## config.mk

```make
export PLATFORM = sky130hd
export DESIGN_NAME = dual_range_hysteresis_zone_events_unit
export DESIGN_NICKNAME = d
export VERILOG_FILES = /design/src/drhz_pkg.sv /design/src/drhz_lane.sv /design/src/drhz_merge.sv /design/src/dual_range_hysteresis_zone_events_unit.sv
export SDC_FILE = /design/constraint.sdc
export NUM_CORES = 1
export LEC_CHECK = 0
export BUFFER_PORTS_ARGS = -buffer_cell sky130_fd_sc_hd__buf_2
export CORE_ASPECT_RATIO = 1.5
export CORE_UTILIZATION = 54
export DETAILED_ROUTE_END_ITERATION = 6
export HOLD_SLACK_MARGIN = 0.02
export PLACE_DENSITY = 0.81
export SLEW_MARGIN = 20
export SYNTH_ARGS = -nofsm -noshare
export SYNTH_HDL_FRONTEND = slang
export SYNTH_SLANG_ARGS = --single-unit
```

## constraint.sdc

```tcl
create_clock -name clk -period 2.37 [get_ports clk]
set_input_delay 0.1185 -clock clk [delete_from_list [all_inputs] [get_ports clk]]
set_output_delay 0.1185 -clock clk [all_outputs]
set_load 0.05 [all_outputs]
```

## src/drhz_pkg.sv

```systemverilog
`timescale 1ns / 1ps

package drhz_pkg;

    localparam int SAMPLE_BITS  = 10;
    localparam int CFG_IDX_BITS = 4;

    localparam logic [CFG_IDX_BITS-1:0] CFG_CLOSE_LIMIT       = 4'd0;
    localparam logic [CFG_IDX_BITS-1:0] CFG_LEAVE_CLOSE_LIMIT = 4'd1;
    localparam logic [CFG_IDX_BITS-1:0] CFG_LEAVE_FAR_LIMIT   = 4'd2;
    localparam logic [CFG_IDX_BITS-1:0] CFG_FAR_LIMIT         = 4'd3;

    localparam logic [SAMPLE_BITS-1:0] RST_CLOSE_LIMIT       = 10'd40;
    localparam logic [SAMPLE_BITS-1:0] RST_LEAVE_CLOSE_LIMIT = 10'd60;
    localparam logic [SAMPLE_BITS-1:0] RST_LEAVE_FAR_LIMIT   = 10'd500;
    localparam logic [SAMPLE_BITS-1:0] RST_FAR_LIMIT         = 10'd550;

    localparam logic SIDE_LEFT  = 1'b0;
    localparam logic SIDE_RIGHT = 1'b1;

    typedef enum logic [1:0] {
        ZONE_IN    = 2'd0,
        ZONE_CLOSE = 2'd1,
        ZONE_FAR   = 2'd2
    } zone_t;

    typedef struct packed {
        logic [SAMPLE_BITS-1:0] left_sample;
        logic [SAMPLE_BITS-1:0] right_sample;
    } sample_t;

    typedef struct packed {
        logic [1:0] zone_event;
        logic       side;
        logic       last_event;
    } evt_t;

    typedef struct packed {
        logic [SAMPLE_BITS-1:0] close_limit;
        logic [SAMPLE_BITS-1:0] leave_close_limit;
        logic [SAMPLE_BITS-1:0] leave_far_limit;
        logic [SAMPLE_BITS-1:0] far_limit;
    } limits_t;

    typedef struct packed {
        logic  chg;
        zone_t zone;
    } lane_res_t;

endpackage

```

## src/drhz_lane.sv

```systemverilog
`timescale 1ns / 1ps

module drhz_lane
(
    input  logic                           clk,
    input  logic                           rst_n,
    input  logic                           accept,
    input  logic [drhz_pkg::SAMPLE_BITS-1:0] sample,
    input  drhz_pkg::limits_t              limits,
    output drhz_pkg::lane_res_t            res
);

    drhz_pkg::zone_t zone_reg;
    drhz_pkg::zone_t zone_next;

    always_comb
    begin
        zone_next = zone_reg;
        case (zone_reg)
            drhz_pkg::ZONE_IN:
            begin
                if (sample < limits.close_limit)
                begin
                    zone_next = drhz_pkg::ZONE_CLOSE;
                end
                else if (sample > limits.far_limit)
                begin
                    zone_next = drhz_pkg::ZONE_FAR;
                end
            end
            drhz_pkg::ZONE_CLOSE:
            begin
                if (sample > limits.leave_close_limit)
                begin
                    zone_next = drhz_pkg::ZONE_IN;
                end
            end
            drhz_pkg::ZONE_FAR:
            begin
                if (sample < limits.leave_far_limit)
                begin
                    zone_next = drhz_pkg::ZONE_IN;
                end
            end
            default:
            begin
                zone_next = zone_reg;
            end
        endcase
    end

    always_ff @(posedge clk or negedge rst_n)
    begin
        if (!rst_n)
        begin
            zone_reg <= drhz_pkg::ZONE_IN;
        end
        else if (accept)
        begin
            zone_reg <= zone_next;
        end
    end

    assign res.chg  = (zone_next != zone_reg);
    assign res.zone = zone_next;

endmodule

```

## src/drhz_merge.sv

```systemverilog
`timescale 1ns / 1ps

module drhz_merge
(
    input  logic                clk,
    input  logic                rst_n,
    input  logic                smp_valid,
    input  drhz_pkg::lane_res_t left_res,
    input  drhz_pkg::lane_res_t right_res,
    input  logic                evt_stall,
    output logic                ready,
    output logic                evt_valid,
    output drhz_pkg::evt_t      evt_data
);

    logic           slot0_valid_reg;
    logic           slot0_valid_next;
    logic           slot1_valid_reg;
    logic           slot1_valid_next;
    drhz_pkg::evt_t slot0_reg;
    drhz_pkg::evt_t slot0_next;
    drhz_pkg::evt_t slot1_reg;
    drhz_pkg::evt_t slot1_next;
    drhz_pkg::evt_t left_evt;
    drhz_pkg::evt_t right_evt;
    logic           pop;
    logic           accept;
    logic           both;

    assign pop    = slot0_valid_reg && !evt_stall;
    assign ready  = !slot1_valid_reg && (!slot0_valid_reg || pop);
    assign accept = smp_valid && ready;
    assign both   = left_res.chg && right_res.chg;

    always_comb
    begin
        left_evt.zone_event  = left_res.zone;
        left_evt.side        = drhz_pkg::SIDE_LEFT;
        left_evt.last_event  = !both;
        right_evt.zone_event = right_res.zone;
        right_evt.side       = drhz_pkg::SIDE_RIGHT;
        right_evt.last_event = 1'b1;
    end

    always_comb
    begin
        slot0_valid_next = slot0_valid_reg;
        slot1_valid_next = slot1_valid_reg;
        slot0_next       = slot0_reg;
        slot1_next       = slot1_reg;
        if (accept)
        begin
            slot0_valid_next = left_res.chg || right_res.chg;
            slot1_valid_next = both;
            slot0_next       = left_res.chg ? left_evt : right_evt;
            slot1_next       = right_evt;
        end
        else if (pop)
        begin
            // advance the queued beat
            slot0_valid_next = slot1_valid_reg;
            slot1_valid_next = 1'b0;
            slot0_next       = slot1_reg;
        end
    end

    always_ff @(posedge clk or negedge rst_n)
    begin
        if (!rst_n)
        begin
            slot0_valid_reg <= 1'b0;
            slot1_valid_reg <= 1'b0;
        end
        else
        begin
            slot0_valid_reg <= slot0_valid_next;
            slot1_valid_reg <= slot1_valid_next;
        end
    end

    always_ff @(posedge clk)
    begin
        slot0_reg <= slot0_next;
        slot1_reg <= slot1_next;
    end

    assign evt_valid = slot0_valid_reg;
    assign evt_data  = slot0_reg;

endmodule

```

## src/dual_range_hysteresis_zone_events_unit.sv

```systemverilog
`timescale 1ns / 1ps

// Channel   Direction  Handshake              Beat
// smp       in         smp_valid / smp_stall  sample_t: left_sample, right_sample
// evt       out        evt_valid / evt_stall  evt_t: zone_event, side, last_event
// cfg       in         cfg_valid / cfg_ready  cfg_index, cfg_data
//
// A sample pair is taken at a clock edge; both side lanes update their zone on that edge.
// Its events show from the next cycle, one beat per unstalled cycle from a two-entry output queue.
// With no or one event a new pair can follow every unstalled cycle; two events hold the next until one leaves.
// Reset puts both zones in range and loads the default limits; cfg_ready is always high.
// A stall on evt holds the queue and raises smp_stall until a slot frees.

module dual_range_hysteresis_zone_events_unit
(
    input  logic                             clk,
    input  logic                             rst_n,
    input  logic                             smp_valid,
    output logic                             smp_stall,
    input  drhz_pkg::sample_t                smp_data,
    output logic                             evt_valid,
    input  logic                             evt_stall,
    output drhz_pkg::evt_t                   evt_data,
    input  logic                             cfg_valid,
    output logic                             cfg_ready,
    input  logic [drhz_pkg::CFG_IDX_BITS-1:0] cfg_index,
    input  logic [drhz_pkg::SAMPLE_BITS-1:0]  cfg_data
);

    drhz_pkg::limits_t   limits_reg;
    drhz_pkg::limits_t   limits_next;
    drhz_pkg::lane_res_t left_res;
    drhz_pkg::lane_res_t right_res;
    logic                ready;
    logic                accept;

    assign cfg_ready = 1'b1;
    assign smp_stall = !ready;
    assign accept    = smp_valid && ready;

    always_comb
    begin
        limits_next = limits_reg;
        if (cfg_valid && cfg_ready)
        begin
            case (cfg_index)
                drhz_pkg::CFG_CLOSE_LIMIT:       limits_next.close_limit       = cfg_data;
                drhz_pkg::CFG_LEAVE_CLOSE_LIMIT: limits_next.leave_close_limit = cfg_data;
                drhz_pkg::CFG_LEAVE_FAR_LIMIT:   limits_next.leave_far_limit   = cfg_data;
                drhz_pkg::CFG_FAR_LIMIT:         limits_next.far_limit         = cfg_data;
                default:                         limits_next                   = limits_reg;
            endcase
        end
    end

    always_ff @(posedge clk or negedge rst_n)
    begin
        if (!rst_n)
        begin
            limits_reg.close_limit       <= drhz_pkg::RST_CLOSE_LIMIT;
            limits_reg.leave_close_limit <= drhz_pkg::RST_LEAVE_CLOSE_LIMIT;
            limits_reg.leave_far_limit   <= drhz_pkg::RST_LEAVE_FAR_LIMIT;
            limits_reg.far_limit         <= drhz_pkg::RST_FAR_LIMIT;
        end
        else
        begin
            limits_reg <= limits_next;
        end
    end

    drhz_lane u_lane_left
    (
        .clk    (clk),
        .rst_n  (rst_n),
        .accept (accept),
        .sample (smp_data.left_sample),
        .limits (limits_reg),
        .res    (left_res)
    );

    drhz_lane u_lane_right
    (
        .clk    (clk),
        .rst_n  (rst_n),
        .accept (accept),
        .sample (smp_data.right_sample),
        .limits (limits_reg),
        .res    (right_res)
    );

    drhz_merge u_merge
    (
        .clk       (clk),
        .rst_n     (rst_n),
        .smp_valid (smp_valid),
        .left_res  (left_res),
        .right_res (right_res),
        .evt_stall (evt_stall),
        .ready     (ready),
        .evt_valid (evt_valid),
        .evt_data  (evt_data)
    );

endmodule

```

==> results of run 1 <==
## critical path, stage by stage, from the launching register on
cell and delay [ns]:
dfstp_2 0.58, inv_4 0.05, ha_4 0.28, nand4_1 0.12, buf_4 0.20, o31ai_4 0.30
o22ai_2 0.16, o31ai_4 0.29, mux2_4 0.32
## cell type report
type | instances | area, µm²
Multi-Input combinational cell | 297 | 2851
Inverter | 52 | 197.7
Fill cell | 470 | 1868
Clock buffer | 6 | 82.58
Sequential cell | 52 | 1351
Timing Repair Buffer | 81 | 508.0
Clock inverter | 2 | 10.01
Tap cell | 97 | 121.4
## per-layer routing
layer	GRT usage (%)	up-vias	wire [µm]
met5	0	-	0
met4	20.45	0	817
met3	3.571	61	544
met2	52.56	140	6063
met1	33.15	1719	4477
li1	-	1634	-
## repair_timing
| action | CTS | global route |
|---|---|---|
| pin swaps | 16 | 36 |
| hold buffers | 1 | 0 |
| endpoints found under the setup margin | 7 | 9 |
| setup buffers | 1 | 8 |
| gates cloned | 0 | 0 |
| resized for setup | 27 | 46 |
| endpoints found under the hold margin | 30 | 0 |
## path summary, 6_finish.rpt
check | startpoint | endpoint | slack (ns)
worst max-delay path | limits_reg[5] | u_merge.evt_data[2] | -0.18
worst min-delay path | smp_valid | u_merge.evt_valid | 0.04
worst max register to register | limits_reg[5] | u_merge.evt_data[2] | -0.18
worst min register to register | limits_reg[19] | limits_reg[19] | 0.51
max in group asynchronous | rst_n | limits_reg[35] | 1.16
min in group asynchronous | rst_n | u_lane_left.zone_reg[1] | 0.48
## per-stage QoR
step	power [mW]	util (%)
after global placement	3.170	65.17
after CTS	3.960	68.77
final	4.316	73.28
after floorplan	2.643	-
after global routing	4.568	73.28
after detailed placement	3.268	65.17
## cells in the final DEF (no fill, tap or decap), types with 5 or more instances in the layout
cell type,Yosys,final
ha_1,76,57
buf_2,0,44
inv_1,52,41
nand2_1,36,35
buf_4,1,34
dfrtp_1,30,30
o21ai_0,32,25
mux2_2,23,23
ha_4,0,19
nor2_1,21,17
a21oi_1,22,16
dfstp_2,16,16
nand4_1,14,14
inv_2,0,10
nand3_1,8,7
a211oi_2,1,6
nand2b_1,6,6
clkbuf_8,0,6
edfxtp_1,6,6
a21o_1,5,5
a21oi_2,0,5
## logic make-up (layout without fill, tap and decap cells)
group,after synthesis,count (layout)
buffers and inverters,56,141
adders and majority gates,76,76
muxes,24,24
DFF,52,52
and+or+nand+nor,99,99
other,1,1
AOI/OAI and AO/OA,97,97
## power by group through the flow
stage               Sequential, mW  Clock [mW]  Combinational (mW)
floorplan                     1.44           0                1.20
global placement              1.35           0                1.82
detailed placement            1.36           0                1.90
CTS                           1.35       0.549                2.06
global route                  1.40       0.596                2.57
finish                        1.38       0.560                2.38
==> flow_metrics.py, run 1 <==
metrics = {
    "drt": {
        "ant_nets": 0,
        "viasPerCell": 6.055,
        "via_count": 3554,
        "wl_per_cell_um": 20.28,
        "drt_iter0_drc": 242,
        "drt_drc_violations_left": 0,
        "totalWireLength_mm": 11.90,
        "drtPass1Iterations": 7,
    },
    "synth": {
        "yosysMostFrequentCell": "ha_1",
        "synth_top_family_by_area": "adder cells",
        "muxShareOfSynthArea_pct": 6.902,
        "synth-adder-area-share_pct": 23.95,
        "ys_types": 48,
        "yosys.area.top_type_share_pct": 23.95,
        "synth_seq_cells": 52,
        "synth-xor-area-share_pct": 0,
        "syn-cell-area_um2": 3970,
        "synth_ff_type": "dfrtp_1",
        "synthTopCellsByArea": "ha_1 24%, dfrtp_1 19%, dfstp_2 11%",
        "syn_nets": 520,
        "seq_area_frac_synth_pct": 34.04,
        "synth_area_per_cell_um2": 9.803,
        "synth_edf_count": 6,
        "yosys.area.top_type": "ha_1",
        "yosys_warnings": 0,
        "synthSimpleGateAreaFrac_pct": 12.29,
        "synth.cells.most_frequent": "76 x ha_1, 52 x inv_1, 36 x nand2_1",
        "synthCells": 405,
        "async_flop_share_pct": 88.46,
        "synth_compound_area_share_pct": 17.33,
    },
    "sta": {
        "slew_viol_final": 0,
        "rsz0062_at_grt": "yes",
        "period_minus_slack_ns": 2.550,
        "setup_viol": 8,
        "finalCritPeriodShare_pct": 107.6,
        "fmax_mhz": 392.1,
        "timing.slew.headroom_pct": 34.65,
        "tns_ns": -0.6060,
        "fin_skew_ns": 0.02039,
        "hold_ws_ns": 0.03884,
        "worstMarginPinSlew_ns": 0.9803,
        "worst_slack_ns": -0.1803,
        "finalHoldViolations": 0,
    },
    "cts": {
        "clockBufferDepth": 2,
        "cts_tree": "yes",
        "cts_sinks": 52,
        "clk_latency_ns": 0.34,
        "h-tree-depth": 2,
        "clkSlewWorstSetupHoldPaths_ns": 0.11,
        "cts_root_buffer": "clkbuf_8",
        "cts_buffers": 5,
    },
    "hold_path": {
        "whs_path_depth": 3,
        "hp-class": "input pin to flip-flop",
    },
    "layout": {
        "num_antenna_cells": 0,
        "final_cell_area_um2": 5122,
        "largest_reg_flops": 40,
        "fin_nets": 604,
        "drive_above_1_share_pct": 41.43,
        "finalNonFillerCells": 587,
        "synthToLayoutAreaGrowth_pct": 29.03,
    },
    "global_route": {
        "antenna_found_initial": 0,
        "grt_pass1_wl_mm": 17.31,
        "grt_pass1_vias": 3586,
        "grt_use_total_pct": 29.94,
        "grt-ovfl-total": 0,
        "grt_max_degree": 42,
    },
    "die": {
        "io_pins": 46,
        "dieWidth_um": 72.01,
        "start_util_pct": 56.79,
        "die-area_um2": 7706,
        "die_h_um": 107.0,
        "core_um2": 6990,
        "row_count": 37,
    },
    "power": {
        "clockPowerShare_pct": 13.0,
        "power.leakage_nw": 2.277,
        "vdd_ir_drop_max_mv": 0.5340,
        "power_frac_seq_pct": 31.9,
        "swShare_pct": 42.46,
        "p_comb_share_pct": 55.1,
        "p_per_area_nw_per_um2": 842.6,
        "power_switching_mw": 1.833,
        "internal_power_mw": 2.483,
    },
    "placed_design": {
        "gp_congestion": 0.9079,
        "port_buffers": 44,
        "hpwl_mm": 8.248,
        "preCtsSetupSlack_ns": -0.1415,
        "place_area_um2": 4556,
        "dp_cells": 571,
    },
    "setup_path": {
        "crit_fanout": 3,
        "r2r_cells": 8,
        "worst_ep_arrival_time_ns": 2.64,
        "criticalPathCategory": "flip-flop to flip-flop",
        "worst_ep_required_time_ns": 2.46,
        "endpoint_kind": "flip-flop",
        "critPathLaunchType": "flip-flop",
    },
    "outcome": {
        "outcome": "finished with violations",
        "violations": "negative setup slack",
    },
    "run": {
        "drv_cap": 0,
    },
}
Power figures use the tool's default switching activity.
==> run 2, diff against run 1 <==
- ABC_AREA: unset -> 1
- PLACE_DENSITY: 0.81 -> 0.8
==> flow_metrics.py, run 2 <==
metrics = {
    "setup_path": {
        "worst_ep_required_time_ns": 2.45,
        "crit_start": "limits_reg[25]",
        "critPathTopFamily": "simple AND/OR/NAND/NOR gates",
        "rrSetupSlack_ns": 0.30,
        "endpoint_kind": "flip-flop",
        "r2r_start": "limits_reg[25]",
        "crit_fanout": 2,
        "critPathLaunchType": "flip-flop",
        "worstPathCellList": "inv_1, ha_1, nand2_1, nor2_1, o211ai_1, nand3_1, nand2_1, nand2_1, nor2_1, a21oi_1, nand2_1",
        "cp_slowest_cell": "dfstp_2",
        "cpMostUsedCell": "nand2_1",
        "max_stage_delay_ns": 0.54,
        "criticalPathCategory": "flip-flop to flip-flop",
        "path_buf_inv": 1,
        "worst_ep_arrival_time_ns": 2.15,
    },
    "drt": {
        "totalWireLength_mm": 9.313,
        "via_count": 3554,
        "m1WireLength_mm": 3.863,
        "viasPerCell": 5.188,
        "wl_per_cell_um": 13.60,
        "drt_drc_violations_left": 0,
        "ant_nets": 0,
        "met2WireLength_mm": 4.739,
        "route.met3.wl_um": 238,
        "drt_iter0_drc": 162,
        "topRoutingLayerUsed": "met4",
        "drtPass1Iterations": 5,
    },
    "synth": {
        "yosys.area.top_type": "ha_1",
        "synthTopCellsByArea": "ha_1 23%, dfrtp_1 18%, nand2_1 13%",
        "synth_seq_cells": 52,
        "synth.cells.most_frequent": "144 x nand2_1, 88 x inv_1, 76 x ha_1",
        "yosysMostFrequentCell": "nand2_1",
        "ys_types": 29,
        "synth_edf_count": 6,
        "synthCells": 538,
        "syn_nets": 653,
        "async_flop_share_pct": 88.46,
        "synth_area_per_cell_um2": 7.675,
        "yosys_warnings": 0,
        "seq_area_frac_synth_pct": 32.73,
        "synth_ff_type": "dfrtp_1",
        "syn-cell-area_um2": 4129,
        "yosys.area.top_type_share_pct": 23.03,
    },
    "cts": {
        "postCtsResizedCells": 0,
        "cts_root_buffer": "clkbuf_8",
        "cts_tree": "yes",
        "h-tree-depth": 2,
        "cts_buffers": 5,
        "cts_hold_buf": 1,
        "clkSlewWorstSetupHoldPaths_ns": 0.10,
        "cts_sinks": 52,
        "clockBufferDepth": 2,
        "clk_latency_ns": 0.31,
        "post_cts_buffers": 0,
    },
    "hold_path": {
        "hp-class": "input pin to flip-flop",
        "hold_path_startpoint": "cfg_data[4]",
    },
    "sta": {
        "rsz0062_at_grt": "no",
        "timing.slew.headroom_pct": 37.65,
        "finalCritPeriodShare_pct": 87.33,
        "slew_viol_final": 0,
        "period_minus_slack_ns": 2.070,
        "fin_skew_ns": 0.004029,
        "worstMarginPinSlew_ns": 0.9353,
        "finalHoldViolations": 0,
        "fmax_mhz": 483.2,
        "setup_viol": 0,
        "tns_ns": 0,
    },
    "run": {
        "drv_cap": 0,
    },
    "global_route": {
        "grt-ovfl-total": 0,
        "grt_max_degree": 43,
        "grt_use_total_pct": 25.92,
        "grt_pass1_vias": 3533,
        "antenna_found_initial": 0,
        "grt_pass1_wl_mm": 15.66,
    },
    "layout": {
        "drive_above_1_share_pct": 16.24,
        "fin_nets": 699,
        "final_common_cell": "nand2_1",
        "num_antenna_cells": 0,
        "synthToLayoutAreaGrowth_pct": 10.42,
        "largest_reg_flops": 40,
        "final_cell_mix": "144 x nand2_1, 88 x inv_1, 76 x ha_1, 48 x o21ai_0, 44 x buf_2",
        "final_cell_area_um2": 4559,
    },
    "placed_design": {
        "place_area_um2": 4459,
        "port_buffers": 44,
        "gp_congestion": 0.9092,
        "hpwl_mm": 7.602,
    },
    "power": {
        "vdd_ir_drop_max_mv": 0.5056,
        "power.leakage_nw": 2.454,
        "p_per_area_nw_per_um2": 785.4,
    },
    "die": {
        "io_pins": 46,
        "die_h_um": 109.1,
        "row_count": 38,
        "dieWidth_um": 73.40,
        "core_um2": 7322,
        "die-area_um2": 8007,
        "start_util_pct": 56.39,
    },
    "outcome": {
        "outcome": "complete, no violations",
    },
}
run 2: cell families after synthesis:
kind of cell             Yosys count  synth area share [%]
buffers and inverters            102                 9.364
AO/OA/AOI/OAI                     85                 11.15
adder cells (fa/ha/maj)           76                 23.03
other                              1               0.09082
AND/OR/NAND/NOR                  222                 23.64
flip-flops                        52                 32.73
run 2: path summary, 6_finish.rpt:
check / cells past startpoint / to
setup / recovery: 11 / u_merge.evt_data[2]
hold / removal: 3 / limits_reg[14]
setup reg to reg: 11 / u_merge.evt_data[2]
hold reg to reg: 2 / limits_reg[6]
max in group asynchronous: 3 / limits_reg[22]
min in group asynchronous: 2 / u_merge.slot1_valid_reg
run 2: stage by stage:
| stage | power [mW] | hold WS, ns | utilization (%) | instances | setup slack, ns |
|---|---|---|---|---|---|
| floorplan | 2.613 | -0.1771 | - | 538 | 0.4820 |
| CTS | 3.600 | 0.07671 | 62.27 | 685 | 0.3059 |
| global placement | 2.968 | 0.3086 | 60.90 | 676 | 0.3609 |
| global route | 3.913 | 0.08396 | 62.27 | 685 | 0.06840 |
| detailed placement | 3.054 | 0.3250 | 60.90 | 676 | 0.3284 |
| finish | 3.581 | 0.07644 | 62.27 | 685 | 0.3004 |
run 2: power by group:
part / leakage [nW] / total, mW / internal (mW) / switching, mW
sequential: 0.602 / 1.32 / 1.19 / 0.135
combinational: 1.81 / 1.72 / 0.610 / 1.11
clock: 0.0462 / 0.534 / 0.217 / 0.316
run 2: per-layer routing:
layer  up-vias  global-route usage [%]
li1       1822                       -
met1      1618                   29.65
met2        81                   46.23
met3        33                   2.957
met4         0                   14.29
met5         -                       0
run 2: final cells by class:
type	count	area, µm²
clock buffer	6	72.57
clock inverter	2	17.52
fill	695	2763
inverter	93	349.1
multi-input combinational	384	2391
sequential	52	1351
tap	100	125.1
timing repair buffer	48	252.7
run 2: tightest hold or removal path, delay by kind of cell:
family | cells | cell delay, ns
buffers and inverters | 2 | 0.18
AOI/OAI and AO/OA | 1 | 0.09
